**src/design/mck_pkg.sv**
```systemverilog
// shared constants, types and code table for the morse keyer
package mck_pkg;

  localparam int UNIT_W = 16;
  localparam int DUR_W  = 19;
  localparam int CHAR_W = 8;

  // duration multiples of one unit
  localparam logic [1:0] MULT_0 = 2'd0;
  localparam logic [1:0] MULT_1 = 2'd1;
  localparam logic [1:0] MULT_3 = 2'd2;
  localparam logic [1:0] MULT_7 = 2'd3;

  localparam logic [UNIT_W-1:0] UNIT_RESET = 16'd1;

  typedef logic [1:0] mult_t;

  // code entry: element count, then elements with the first in bit 0 (1 = dash)
  typedef struct packed {
    logic [2:0] len;
    logic [4:0] pat;
  } morse_code_t;

  localparam int NUM_CODES   = 36;
  localparam int DIGIT_BASE  = 26;

  localparam logic [CHAR_W-1:0] CH_NL    = 8'h0a;
  localparam logic [CHAR_W-1:0] CH_SPACE = 8'h20;
  localparam logic [CHAR_W-1:0] CH_ZERO  = 8'h30;
  localparam logic [CHAR_W-1:0] CH_NINE  = 8'h39;
  localparam logic [CHAR_W-1:0] CH_A     = 8'h61;
  localparam logic [CHAR_W-1:0] CH_Z     = 8'h7a;

  localparam morse_code_t MORSE_ROM [NUM_CODES] = '{
    '{3'd2, 5'b00010}, '{3'd4, 5'b00001}, '{3'd4, 5'b00101}, '{3'd3, 5'b00001},
    '{3'd1, 5'b00000}, '{3'd4, 5'b00100}, '{3'd3, 5'b00011}, '{3'd4, 5'b00000},
    '{3'd2, 5'b00000}, '{3'd4, 5'b01110}, '{3'd3, 5'b00101}, '{3'd4, 5'b00010},
    '{3'd2, 5'b00011}, '{3'd2, 5'b00001}, '{3'd3, 5'b00111}, '{3'd4, 5'b00110},
    '{3'd4, 5'b01011}, '{3'd3, 5'b00010}, '{3'd3, 5'b00000}, '{3'd1, 5'b00001},
    '{3'd3, 5'b00100}, '{3'd4, 5'b01000}, '{3'd3, 5'b00110}, '{3'd4, 5'b01001},
    '{3'd4, 5'b01101}, '{3'd4, 5'b00011},
    '{3'd5, 5'b11111}, '{3'd5, 5'b11110}, '{3'd5, 5'b11100}, '{3'd5, 5'b11000},
    '{3'd5, 5'b10000}, '{3'd5, 5'b00000}, '{3'd5, 5'b00001}, '{3'd5, 5'b00011},
    '{3'd5, 5'b00111}, '{3'd5, 5'b01111}
  };

endpackage

```
**src/design/mck_if.sv**
```systemverilog
// handshake channels for characters in and lamp segments out
interface mck_char_if;
  logic                      valid;
  logic                      ready;
  logic [mck_pkg::CHAR_W-1:0] char_code;

  modport source (output valid, output char_code, input ready);
  modport sink   (input valid, input char_code, output ready);
endinterface

interface mck_seg_if;
  logic                      valid;
  logic                      ready;
  logic                      lamp_on;
  logic [mck_pkg::DUR_W-1:0] duration_ticks;
  logic                      char_unknown;
  logic                      message_end;
  logic                      last_segment;

  modport source (output valid, output lamp_on, output duration_ticks,
                  output char_unknown, output message_end, output last_segment,
                  input ready);
  modport sink   (input valid, input lamp_on, input duration_ticks,
                  input char_unknown, input message_end, input last_segment,
                  output ready);
endinterface

```
**src/design/morse_code_keyer_top.sv**
```systemverilog
// morse keyer: one character in, a run of timed lamp segments out
//
//   channel    dir  payload                                        handshake
//   char_chan  in   char_code[7:0]                                 valid/ready
//   seg_chan   out  lamp_on, duration_ticks[18:0], char_unknown,   valid/ready
//                   message_end, last_segment
//   cfg        in   cfg_wr_data[15:0] (unit_length)                cfg_wr_en
//
// a character is taken while the sequencer is idle, then the step sequencer issues one
// segment per cycle unless the output stalls: 2 x elements for letters and digits (2..10),
// one for space, newline and unknown codes; the next character waits for the last segment.
// all durations come from the one shift-add unit.
// reset (rst, synchronous) sets unit_length to 1 and empties the output stage.
// a stalled output holds its segment; the sequencer waits for the slot.
module morse_code_keyer_top (
  input  logic                        clk,
  input  logic                        rst,
  input  logic                        cfg_wr_en,
  input  logic [mck_pkg::UNIT_W-1:0]  cfg_wr_data,
  mck_char_if.sink                    char_chan,
  mck_seg_if.source                   seg_chan
);

  localparam logic ST_IDLE = 1'b0;
  localparam logic ST_BUSY = 1'b1;

  localparam logic [1:0] KIND_CODE  = 2'd0;
  localparam logic [1:0] KIND_SPACE = 2'd1;
  localparam logic [1:0] KIND_NL    = 2'd2;
  localparam logic [1:0] KIND_UNK   = 2'd3;

  logic                       state;
  logic [1:0]                 kind;
  logic [4:0]                 pat;
  logic [2:0]                 len;
  logic [3:0]                 step;
  logic [mck_pkg::UNIT_W-1:0] unit_length;

  logic                       out_valid;
  logic                       out_lamp;
  logic [mck_pkg::DUR_W-1:0]  out_dur;
  logic                       out_unk;
  logic                       out_end;
  logic                       out_last;

  logic                       accept;
  logic                       adv;
  logic [1:0]                 kind_next;
  logic [5:0]                 rom_idx;
  mck_pkg::morse_code_t       code;
  logic [7:0]                 ch_off;

  logic                       seg_lamp;
  mck_pkg::mult_t             seg_mult;
  logic                       seg_unk;
  logic                       seg_end;
  logic                       seg_last;
  logic [mck_pkg::DUR_W-1:0]  seg_dur;

  assign char_chan.ready = (state == ST_IDLE);
  assign accept          = char_chan.valid && char_chan.ready;
  assign adv             = (state == ST_BUSY) && (!out_valid || seg_chan.ready);

  // classify the character and find its code table row
  always_comb begin
    kind_next = KIND_UNK;
    rom_idx   = '0;
    ch_off    = '0;
    if (char_chan.char_code == mck_pkg::CH_NL) begin
      kind_next = KIND_NL;
    end else if (char_chan.char_code == mck_pkg::CH_SPACE) begin
      kind_next = KIND_SPACE;
    end else if (char_chan.char_code inside {[mck_pkg::CH_A:mck_pkg::CH_Z]}) begin
      kind_next = KIND_CODE;
      ch_off    = char_chan.char_code - mck_pkg::CH_A;
      rom_idx   = ch_off[5:0];
    end else if (char_chan.char_code inside {[mck_pkg::CH_ZERO:mck_pkg::CH_NINE]}) begin
      kind_next = KIND_CODE;
      ch_off    = char_chan.char_code - mck_pkg::CH_ZERO + 8'(mck_pkg::DIGIT_BASE);
      rom_idx   = ch_off[5:0];
    end
  end

  assign code = mck_pkg::MORSE_ROM[rom_idx];

  // segment for the current step
  always_comb begin
    seg_lamp = 1'b0;
    seg_mult = mck_pkg::MULT_3;
    seg_unk  = 1'b0;
    seg_end  = 1'b0;
    seg_last = 1'b1;
    case (kind)
      KIND_SPACE: seg_mult = mck_pkg::MULT_7;
      KIND_NL: begin
        seg_mult = mck_pkg::MULT_0;
        seg_end  = 1'b1;
      end
      KIND_UNK: seg_unk = 1'b1;
      KIND_CODE: begin
        if (!step[0]) begin
          // element: dot or dash
          seg_lamp = 1'b1;
          seg_last = 1'b0;
          seg_mult = pat[0] ? mck_pkg::MULT_3 : mck_pkg::MULT_1;
        end else begin
          // gap: inter-element, or the closing character gap
          seg_last = (step[3:1] == len - 3'd1);
          seg_mult = seg_last ? mck_pkg::MULT_3 : mck_pkg::MULT_1;
        end
      end
      default: ;
    endcase
  end

  mck_dur u_dur (
    .unit_length (unit_length),
    .mult        (seg_mult),
    .dur         (seg_dur)
  );

  always_ff @(posedge clk) begin
    if (rst) begin
      state       <= ST_IDLE;
      step        <= '0;
      unit_length <= mck_pkg::UNIT_RESET;
      out_valid   <= 1'b0;
    end else begin
      if (cfg_wr_en) begin
        unit_length <= cfg_wr_data;
      end
      if (accept) begin
        state <= ST_BUSY;
        step  <= '0;
      end else if (adv) begin
        if (seg_last) begin
          state <= ST_IDLE;
          step  <= '0;
        end else begin
          step <= step + 4'd1;
        end
      end
      if (adv) begin
        out_valid <= 1'b1;
      end else if (seg_chan.ready) begin
        out_valid <= 1'b0;
      end
    end
  end

  always_ff @(posedge clk) begin
    if (accept) begin
      kind <= kind_next;
      pat  <= code.pat;
      len  <= code.len;
    end else if (adv && !step[0]) begin
      pat <= pat >> 1;
    end
    if (adv) begin
      out_lamp <= seg_lamp;
      out_dur  <= seg_dur;
      out_unk  <= seg_unk;
      out_end  <= seg_end;
      out_last <= seg_last;
    end
  end

  assign seg_chan.valid          = out_valid;
  assign seg_chan.lamp_on        = out_lamp;
  assign seg_chan.duration_ticks = out_dur;
  assign seg_chan.char_unknown   = out_unk;
  assign seg_chan.message_end    = out_end;
  assign seg_chan.last_segment   = out_last;

`ifndef SYNTH
  a_accept_busy: assert property (@(posedge clk) disable iff (rst)
    accept |=> (state == ST_BUSY))
    else $error("sequencer did not start after an item");

  a_step_range: assert property (@(posedge clk) disable iff (rst)
    step <= 4'd9)
    else $error("step counter past longest run");

  a_end_zero: assert property (@(posedge clk) disable iff (rst)
    (seg_chan.valid && seg_chan.message_end) |-> (seg_chan.duration_ticks == '0))
    else $error("end marker with nonzero duration");

  a_lit_not_last: assert property (@(posedge clk) disable iff (rst)
    (seg_chan.valid && seg_chan.lamp_on) |-> !seg_chan.last_segment)
    else $error("lit segment closed a character");
`endif

endmodule

```
**src/design/mck_dur.sv**
```systemverilog
// shared shift-add unit: unit length times 0, 1, 3 or 7
module mck_dur (
  input  logic [mck_pkg::UNIT_W-1:0] unit_length,
  input  mck_pkg::mult_t             mult,
  output logic [mck_pkg::DUR_W-1:0]  dur
);

  logic [mck_pkg::DUR_W-1:0] u;

  assign u = {{(mck_pkg::DUR_W-mck_pkg::UNIT_W){1'b0}}, unit_length};

  always_comb begin
    case (mult)
      mck_pkg::MULT_0: dur = '0;
      mck_pkg::MULT_1: dur = u;
      mck_pkg::MULT_3: dur = (u << 1) + u;
      mck_pkg::MULT_7: dur = (u << 3) - u;
      default:         dur = '0;
    endcase
  end

endmodule
```
**src/flat_wrapper.sv**
```systemverilog
// flat-port wrapper written by rule: the top's interface ports become plain ports
module morse_code_keyer_top_flat 
  (clk, rst, cfg_wr_en, cfg_wr_data, char_chan_valid, char_chan_char_code, char_chan_ready, seg_chan_valid, seg_chan_lamp_on, seg_chan_duration_ticks, seg_chan_char_unknown, seg_chan_message_end, seg_chan_last_segment, seg_chan_ready);
  mck_char_if char_chan_i ();
  mck_seg_if seg_chan_i ();
  input  logic clk;
  input  logic rst;
  input  logic cfg_wr_en;
  input  logic [mck_pkg::UNIT_W-1:0] cfg_wr_data;
  input wire logic [$bits(char_chan_i.valid)-1:0] char_chan_valid;
  input wire logic [$bits(char_chan_i.char_code)-1:0] char_chan_char_code;
  output wire logic [$bits(char_chan_i.ready)-1:0] char_chan_ready;
  output wire logic [$bits(seg_chan_i.valid)-1:0] seg_chan_valid;
  output wire logic [$bits(seg_chan_i.lamp_on)-1:0] seg_chan_lamp_on;
  output wire logic [$bits(seg_chan_i.duration_ticks)-1:0] seg_chan_duration_ticks;
  output wire logic [$bits(seg_chan_i.char_unknown)-1:0] seg_chan_char_unknown;
  output wire logic [$bits(seg_chan_i.message_end)-1:0] seg_chan_message_end;
  output wire logic [$bits(seg_chan_i.last_segment)-1:0] seg_chan_last_segment;
  input wire logic [$bits(seg_chan_i.ready)-1:0] seg_chan_ready;
  assign char_chan_i.valid = char_chan_valid;
  assign char_chan_i.char_code = char_chan_char_code;
  assign char_chan_ready = char_chan_i.ready;
  assign seg_chan_valid = seg_chan_i.valid;
  assign seg_chan_lamp_on = seg_chan_i.lamp_on;
  assign seg_chan_duration_ticks = seg_chan_i.duration_ticks;
  assign seg_chan_char_unknown = seg_chan_i.char_unknown;
  assign seg_chan_message_end = seg_chan_i.message_end;
  assign seg_chan_last_segment = seg_chan_i.last_segment;
  assign seg_chan_i.ready = seg_chan_ready;
  morse_code_keyer_top u_core (.clk(clk), .rst(rst), .cfg_wr_en(cfg_wr_en), .cfg_wr_data(cfg_wr_data), .char_chan(char_chan_i), .seg_chan(seg_chan_i));
endmodule
```
**config.mk**
```make
export PLATFORM = sky130hd
export DESIGN_NAME = morse_code_keyer_top_flat
export DESIGN_NICKNAME = d
export VERILOG_FILES = /design/src/design/mck_pkg.sv /design/src/design/mck_if.sv /design/src/design/morse_code_keyer_top.sv /design/src/design/mck_dur.sv /design/src/flat_wrapper.sv
export SDC_FILE = /design/constraint.sdc
export NUM_CORES = 1
export LEC_CHECK = 0
export BUFFER_PORTS_ARGS = -buffer_cell sky130_fd_sc_hd__buf_2
export CAP_MARGIN = 40
export CORE_ASPECT_RATIO = 1.1
export CORE_MARGIN = 2
export CORE_UTILIZATION = 40
export CTS_BUF_LIST = sky130_fd_sc_hd__clkbuf_8
export DETAILED_ROUTE_END_ITERATION = 8
export GPL_TIMING_DRIVEN = 0
export SLEW_MARGIN = 0
export SYNTH_ARGS = -nofsm -noshare
export SYNTH_HDL_FRONTEND = slang
export SYNTH_SLANG_ARGS = --single-unit
export TNS_END_PERCENT = 5
```
**constraint.sdc**
```tcl
create_clock -name clk -period 5.6 [get_ports clk]
set_input_delay 0.56 -clock clk [delete_from_list [all_inputs] [get_ports clk]]
set_output_delay 0.56 -clock clk [all_outputs]
set_load 0.02 [all_outputs]
```
Yosys cells after proc, flatten, opt, wreduce, memory -nomap -nowiden
Memories as Yosys holds them, arrays and structs flattened.
Index checks and enable logic that the tools add are counted.
Widths: inputs -> output; s select.
{"block": "word_totals", "ff_bits": 55, "mem_bits_ro": 512, "in_bits": 29, "out_inout_bits": 25, "word_cells": 79, "memories": 1}
{"block": "op_classes", "n_addsub": 7, "order_cmp": 5, "n_eq_ne": 9, "mux": 27, "bitwise": 2, "n_reduce_logical": 16}
{"memory": "(no name shown)", "words": 64, "word_bits": 8, "rd": 1, "rd_ports_with_merged_regs": 0, "write_ports": 0, "line": "morse_code_keyer_top.sv:84", "source": "assign code = mck_pkg::MORSE_ROM[rom_idx];"}
{"op": "$pmux 19 s4", "count": 1}
{"op": "$mux 6", "count": 4}
{"op": "$sub 19x16->19", "count": 1}
{"op": "$add 17x16->18", "count": 1}
{"op": "$mux 8", "count": 2}
{"op": "$mux 2", "count": 6}
{"op": "$sub 6x6->6 const B", "count": 2}
{"op": "$mux 1", "count": 10}
{"op": "$mux 5", "count": 2}
{"op": "$eq 2x2->1 const B", "count": 4}
{"op": "$eq 8x4->1 const B", "count": 1}
{"op": "$eq 8x6->1 const B", "count": 1}
{"op": "$ge 8x6->1 const B", "count": 1}
{"op": "$ge 8x7->1 const B", "count": 1}
{"op": "$le 8x6->1 const B", "count": 1}
{"op": "$le 8x7->1 const B", "count": 1}
{"op": "$reduce_bool 2->1", "count": 4}
{"op": "$ge 7x7->1 const B", "count": 1}
{"op": "$not 6->7", "count": 1}
{"op": "$add 6x5->6 const B", "count": 1}
{"op": "$pmux 2 s3", "count": 1}
{"op": "$logic_and 1x1->1", "count": 5}
{"op": "$add 4x1->4 const B", "count": 1}
{"op": "$eq 2x1->1 const B", "count": 2}
{"op": "9 further kinds", "count": 11}

Depth between registers and ports, before layout
{"block": "depth", "word_depth": 11, "depth_mapped": 15, "ltp_nobuf": 13}

By module
Synthesis repeated with hierarchy kept, for this count alone.
{"block": "unflattened", "cells_unflattened": 568, "hier_area_um2": 4934.7}
{"mod": "morse_code_keyer_top", "instances": 1, "cells_per_inst": 278, "area_each_um2": 2957.8, "seq_area_each_um2": 1431.4}
{"mod": "mck_dur", "instances": 1, "cells_per_inst": 290, "area_each_um2": 1976.9, "seq_area_each_um2": 0.0}

Least setup slack after synthesis
No wires, ideal clock.
{"block": "synth_timing", "path_kind": "input-to-reg", "start": "in char_chan_char_code[0]", "end": "reg u_core.pat[1] (data pin)", "setup_time_ns": 0.145, "arrival_time_ns": 3.458, "required_time_ns": 5.455, "path_slack_ns": 1.997, "cell_stages": 15, "n_path_buf": 2, "path_cell_list": "clkbuf_1 inv_1 ha_1 or4b_4 o221a_1 buf_6 mux2i_1 nand2_1 inv_1 ha_1 inv_1 a221o_1 o221ai_1 a31oi_1 o21ai_1"}
{"block": "synth_via", "elab_chain_cells": 11, "elab_cells_between_ends": 20, "cone_classes": "3 x add/sub; 4 x order compare; 2 x eq/ne; 7 x mux; 1 x bitwise; 2 x reduce/logical; 1 x memory"}
{"item": "from (decl)", "line": "flat_wrapper.sv:11", "source": "input wire logic [$bits(char_chan_i.char_code)-1:0] char_chan_char_code;"}
{"item": "$sub 6x6->6, or another cell as far along", "line": "morse_code_keyer_top.sv:79", "source": "ch_off = char_chan.char_code - mck_pkg::CH_ZERO + 8'(mck_pkg::DIGIT_BASE);"}
{"item": "$add 6x5->6 / $logic_and 1x1->1 (equally long branches)", "line": "morse_code_keyer_top.sv:79, morse_code_keyer_top.sv:77"}
{"item": "$mux 6", "line": "morse_code_keyer_top.sv:77", "source": "end else if (char_chan.char_code inside {[mck_pkg::CH_ZERO:mck_pkg::CH_NINE]}) begin"}
{"item": "$mux 6", "line": "morse_code_keyer_top.sv:73", "source": "end else if (char_chan.char_code inside {[mck_pkg::CH_A:mck_pkg::CH_Z]}) begin"}
{"item": "$mux 6", "line": "morse_code_keyer_top.sv:71", "source": "end else if (char_chan.char_code == mck_pkg::CH_SPACE) begin"}
{"item": "$mux 6 *", "line": "morse_code_keyer_top.sv:69", "source": "if (char_chan.char_code == mck_pkg::CH_NL) begin"}
{"item": "$not 6->7 (implied by the code) *", "line": "morse_code_keyer_top.sv:84"}
{"item": "$mem_v2 64x8 *"}
{"item": "$mux 8 (implied by the code) * (2 in series)", "line": "morse_code_keyer_top.sv:84"}
{"item": "$mux 5 *", "line": "morse_code_keyer_top.sv:152", "source": "if (accept) begin"}
{"item": "to (signal assigned)", "line": "morse_code_keyer_top.sv:154", "source": "pat <= code.pat;"}
{"item": "to (signal assigned)", "line": "morse_code_keyer_top.sv:157", "source": "pat <= pat >> 1;"}
{"item": "to (decl)", "line": "morse_code_keyer_top.sv:34", "source": "logic [4:0] pat;"}
Every way passes the cells marked *; elsewhere a longest branch is shown, timed or not. The select of a mux whose other input is x is not followed.
A chain may end at the register's enable or synchronous reset.

Final worst setup path
Ends and elaborated chain as after synthesis.

==> results by stage <==
Status:
- The run finished with clean final reports.

Synthesis:
- The async set-reset flop share out of synthesis is 0%.
- The sequential cell area fraction in the yosys report is a little over 30%.
- The synthesis warning total is 0.
- The number of synthesized flops with an enable pin is 33.
- The post-synthesis cell type count is 75.
- The combined area of all synthesized cells is 4688 µm².
- Synthesis produced a netlist whose cell count is roughly 530.
- A synthesized cell averages roughly 8.8 µm².
- The number of nets in the synthesized netlist is around 610.
- Counting flops and latches in the post-synthesis netlist gives 55.
- The most used flip-flop cell after synthesis is edfxtp_1.

Placement:
- Routability-driven placement finished with a final weighted congestion of between 0.9 and 1.
- In this run the cell area measured after placement is 5164 µm².
- The wire-length estimate of the detail-placed layout is 9383 µm.
- The count of buffers inserted at the top-level ports is 52.
- Timing analysis after detailed placement gives a worst setup slack of between 1 and 1.5 ns.
- The number of placed instances, taps included, is between 700 and 800.

Setup path:
- In this design, the largest share of critical-path delay is due to compound AO/OA/AOI/OAI gates.
- The delay of the slowest critical-path stage is around 0.5 ns.
- The most numerous cell type found on the critical path is inv_1.
- The startpoint identified for the worst register-to-register timing path is u_core.len[0].
- The arrival time of data at the critical path endpoint is 4.28 ns.
- The classification of the worst setup path is primary input to flip-flop.
- The startpoint of the most critical setup path is char_chan_char_code[0].
- Together, buffers and inverters on the worst path number 6.
- At the worst endpoint, the required time is 5.78 ns.
- The maximum fanout along the worst path is 10.
- Walking the worst path, the cells encountered are buf_2, clkbuf_1, inv_1, ha_1, or4b_4, o221a_1, buf_6, mux2i_1, nand2_1, inv_1, ha_1, inv_1, a221o_1, o221ai_1, a31oi_1, o21ai_1.
- The master of the slowest instance on the critical path is or4b_4.
- The sort of element at the start of the critical path is a primary input.
- The critical path capture point type is a flip-flop.

Global route:
- For this run, the total global-route usage over all layers was measured as roughly a fifth.
- Entering global routing, the biggest net connects 23 pins.
- The first global-routing pass estimated 19,500 µm of wire.
- The leftover overflow at the end of global routing is 0.
- The via count of the first global-routing pass came to 4,062.
- The initial antenna violation count is 0.

Route:
- The number of DRC violations after detailed routing is 0.
- In this run, the number of DRC markers left after iteration 0 of detailed routing was between 150 and 200.
- The number of detailed-route iterations in the first pass is 4.
- In the final routed layout, each cell accounts on average for around 16 µm.
- The ratio of routed vias to standard cells is about 5.7.
- The detail route stage leaves a number of antenna-violating nets equal to 0.
- The via total after detailed routing is between 4k and 5k.
- The detailed-route wire length is 11,840 µm.

Cells and area:
- In the final layout, the share of cells above drive strength 1 is between 10% and 20%.
- The non-filler instance count after layout is roughly 740.
- The storage element area is 1431 µm².
- The filler cells instantiated in the layout total 1,132.
- In the final layout, the multi-input gates occupy around 3000 µm².
- The antenna diode instance count is 0.
- After the last flow step, the layout net total stands at 668.
- The post-synthesis to final-layout area growth is 12.17%.
- The cell area after layout is around 5300 µm².

Die:
- Measured along the y axis, the die boundary spans 117.5 µm.
- The I/O pin count is 54.
- The die area is 12,600 µm².
- The area of the core is roughly 11,000 µm².
- The chip width is about 110 µm.
- The row count is between 40 and 50.
- The effective utilization at floorplan is 40.98%.

Clock network:
- The clock tree synthesis step divided the H-tree into 2 levels.
- The clock tree from TritonCTS is yes.
- At the later pin of the worst-skew pair, clock insertion delay measures 0.32 ns.
- The number of CTS-inserted buffers is 5.
- Clock-pin slew was measured on the worst setup and hold paths at roughly 0.11 ns.
- The total number of clock tree sinks is 55.
- In this run the post-CTS setup repair buffer count came out at 0.
- In this run, post-CTS hold repair placed 0 buffers.
- The quantity of gates resized following cts is 0.
- The clock root buffer is clkbuf_8.
- The buffer levels on the longest clock path is 2.

STA:
- Subtracting the final worst setup slack from the clock period gives 4.093 ns.
- In the final timing run, aggregate negative setup slack is 0 ns.
- The final hold violation count is 0.
- The total count of max-transition violations in the final report is 0.
- Setup violations remaining at the end of the flow were counted as 0.
- For the final database, setup skew stands at ~0.012 ns.
- Setup repair after global routing left no endpoint under its margin.
- The worst slew margin relative to its limit is between 50% and 60%.
- At the pin with the least slew margin, the transition time is 0.7463 ns.
- Of the available clock period, the critical path in the final layout requires 73.10%.
- The worst setup slack after layout is 1.507 ns.
- Based on the critical path, the design can be clocked at up to 0.2443 GHz.

Min path:
- The worst min-delay path class is primary input to flip-flop.
- The worst hold path begins at cfg_wr_data[0].

Pwr:
- The highest ir drop seen on vdd is slightly below 0.1 mV.
- For this design the static power due to leakage is 2.251 nW.
- The overall power is ~0.0011 W.
- For this design the ratio of total power to cell area is approximately 210 nW/µm².

Flow run:
- The tool flagged a number of max-cap violations equal to 0.
cell usage in the layout (no fill, tap or decap), types with 3 or more instances in the layout:
cell,Yosys,routed
xor2_1,13,13
o31ai_1,5,5
nand2b_1,4,4
clkbuf_1,10,10
o21ai_0,25,25
a21oi_1,37,37
a22oi_1,7,7
nor2b_1,4,4
xnor2_1,16,16
buf_1,3,3
buf_2,1,53
nor2_1,55,55
o211ai_1,6,6
a21o_1,9,9
o2111ai_1,3,3
mux2i_1,26,26
a211oi_1,5,5
a22o_1,3,3
inv_1,40,40
a32oi_1,3,3
o22ai_1,9,9
o21a_1,3,3
o32a_1,3,3
buf_6,3,3
nand4_1,6,6
o221ai_1,4,4
clkbuf_8,0,5
a31oi_1,5,5
a21boi_0,3,3
edfxtp_1,33,33
o21bai_1,4,4
and3b_1,3,3
nand2_1,37,37
or3_1,7,7
nor3_1,8,8
nand3_1,8,8
and2_1,5,5
ha_1,47,47
dfxtp_1,22,22
power by group:
group | internal (W) | switching [W]
combinational | 0.000153 | 0.000220
sequential | 0.000468 | 0.0000211
clock | 0.0000923 | 0.000140
total | 0.000713 | 0.000382
state kept, by name, summed over array words and instances (netlist names):
signal / count
u_core.seg_chan.message_end: 1
u_core.step: 4
u_core.seg_chan.duration_ticks: 19
u_core.unit_length: 16
u_core.state: 1
u_core.len: 3
u_core.pat: 5
u_core.seg_chan.lamp_on: 1
u_core.seg_chan.valid: 1
u_core.seg_chan.last_segment: 1
u_core.kind: 2
u_core.seg_chan.char_unknown: 1
cell type report:
type | count | share of cell area (%)
timing repair buffer | 53 | 5.472
tap | 150 | 3.569
clock buffer | 5 | 1.309
buffer | 17 | 1.665
multi-input combinational | 418 | 57.34
inverter | 41 | 2.926
clock inverter | 3 | 0.4996
sequential | 55 | 27.22
path summary, 6_finish.rpt:
check	slack (ns)	cells after the start	endpoint
min	0.45	3	u_core.unit_length[0]
max reg2reg	2.49	9	u_core.seg_chan.duration_ticks[12]
min reg2reg	0.52	2	u_core.state
max	1.51	16	u_core.pat[1]
tightest hold or removal path: stages:
cell and delay [ns]:
buf_2 0.08, nand2_1 0.04, o211ai_1 0.07
kinds of logic after synthesis:
family,count (synthesis),synth area share [%]
AO/OA/AOI/OAI,161,23.91
AND/OR/NAND/NOR,152,15.75
buffers and inverters,58,5.151
flip-flops,55,30.53
adder cells (fa/ha/maj),48,12.97
XOR/XNOR,30,5.898
multiplexers,27,5.791
per-stage QoR:
step / hold WS [ns] / util, %
after floorplan: 0.4762 / -
after global placement: 0.4973 / 44.90
after detailed placement: 0.5029 / 45.14
after CTS: 0.4479 / 45.97
after global routing: 0.4620 / 45.97
final: 0.4521 / 45.97
per-layer routing:
layer  up-vias  track usage [%]  share of wire [%]
met5         -                0                  0
met4         0            6.981                2.2
met3        21            1.827                2.3
met2        82            34.85                 53
met1      2024            22.77                 42
li1       2091                -                  -
synth_stat cells, types with 7 or more instances:
library cell,number,share of area (%)
o22ai_1,9,1.2
a22oi_1,7,1.1
nor3_1,8,0.85
or3_1,7,0.93
o21ai_0,25,2.7
a21o_1,9,1.4
ha_1,47,13
edfxtp_1,33,21
mux2i_1,26,5.6
dfxtp_1,22,9.4
clkbuf_1,10,0.80
nand3_1,8,0.85
xnor2_1,16,3.0
nor2_1,55,4.4
nand2_1,37,3.0
xor2_1,13,2.4
inv_1,40,3.2
a21oi_1,37,3.9
(Power assumes the default switching activity.)
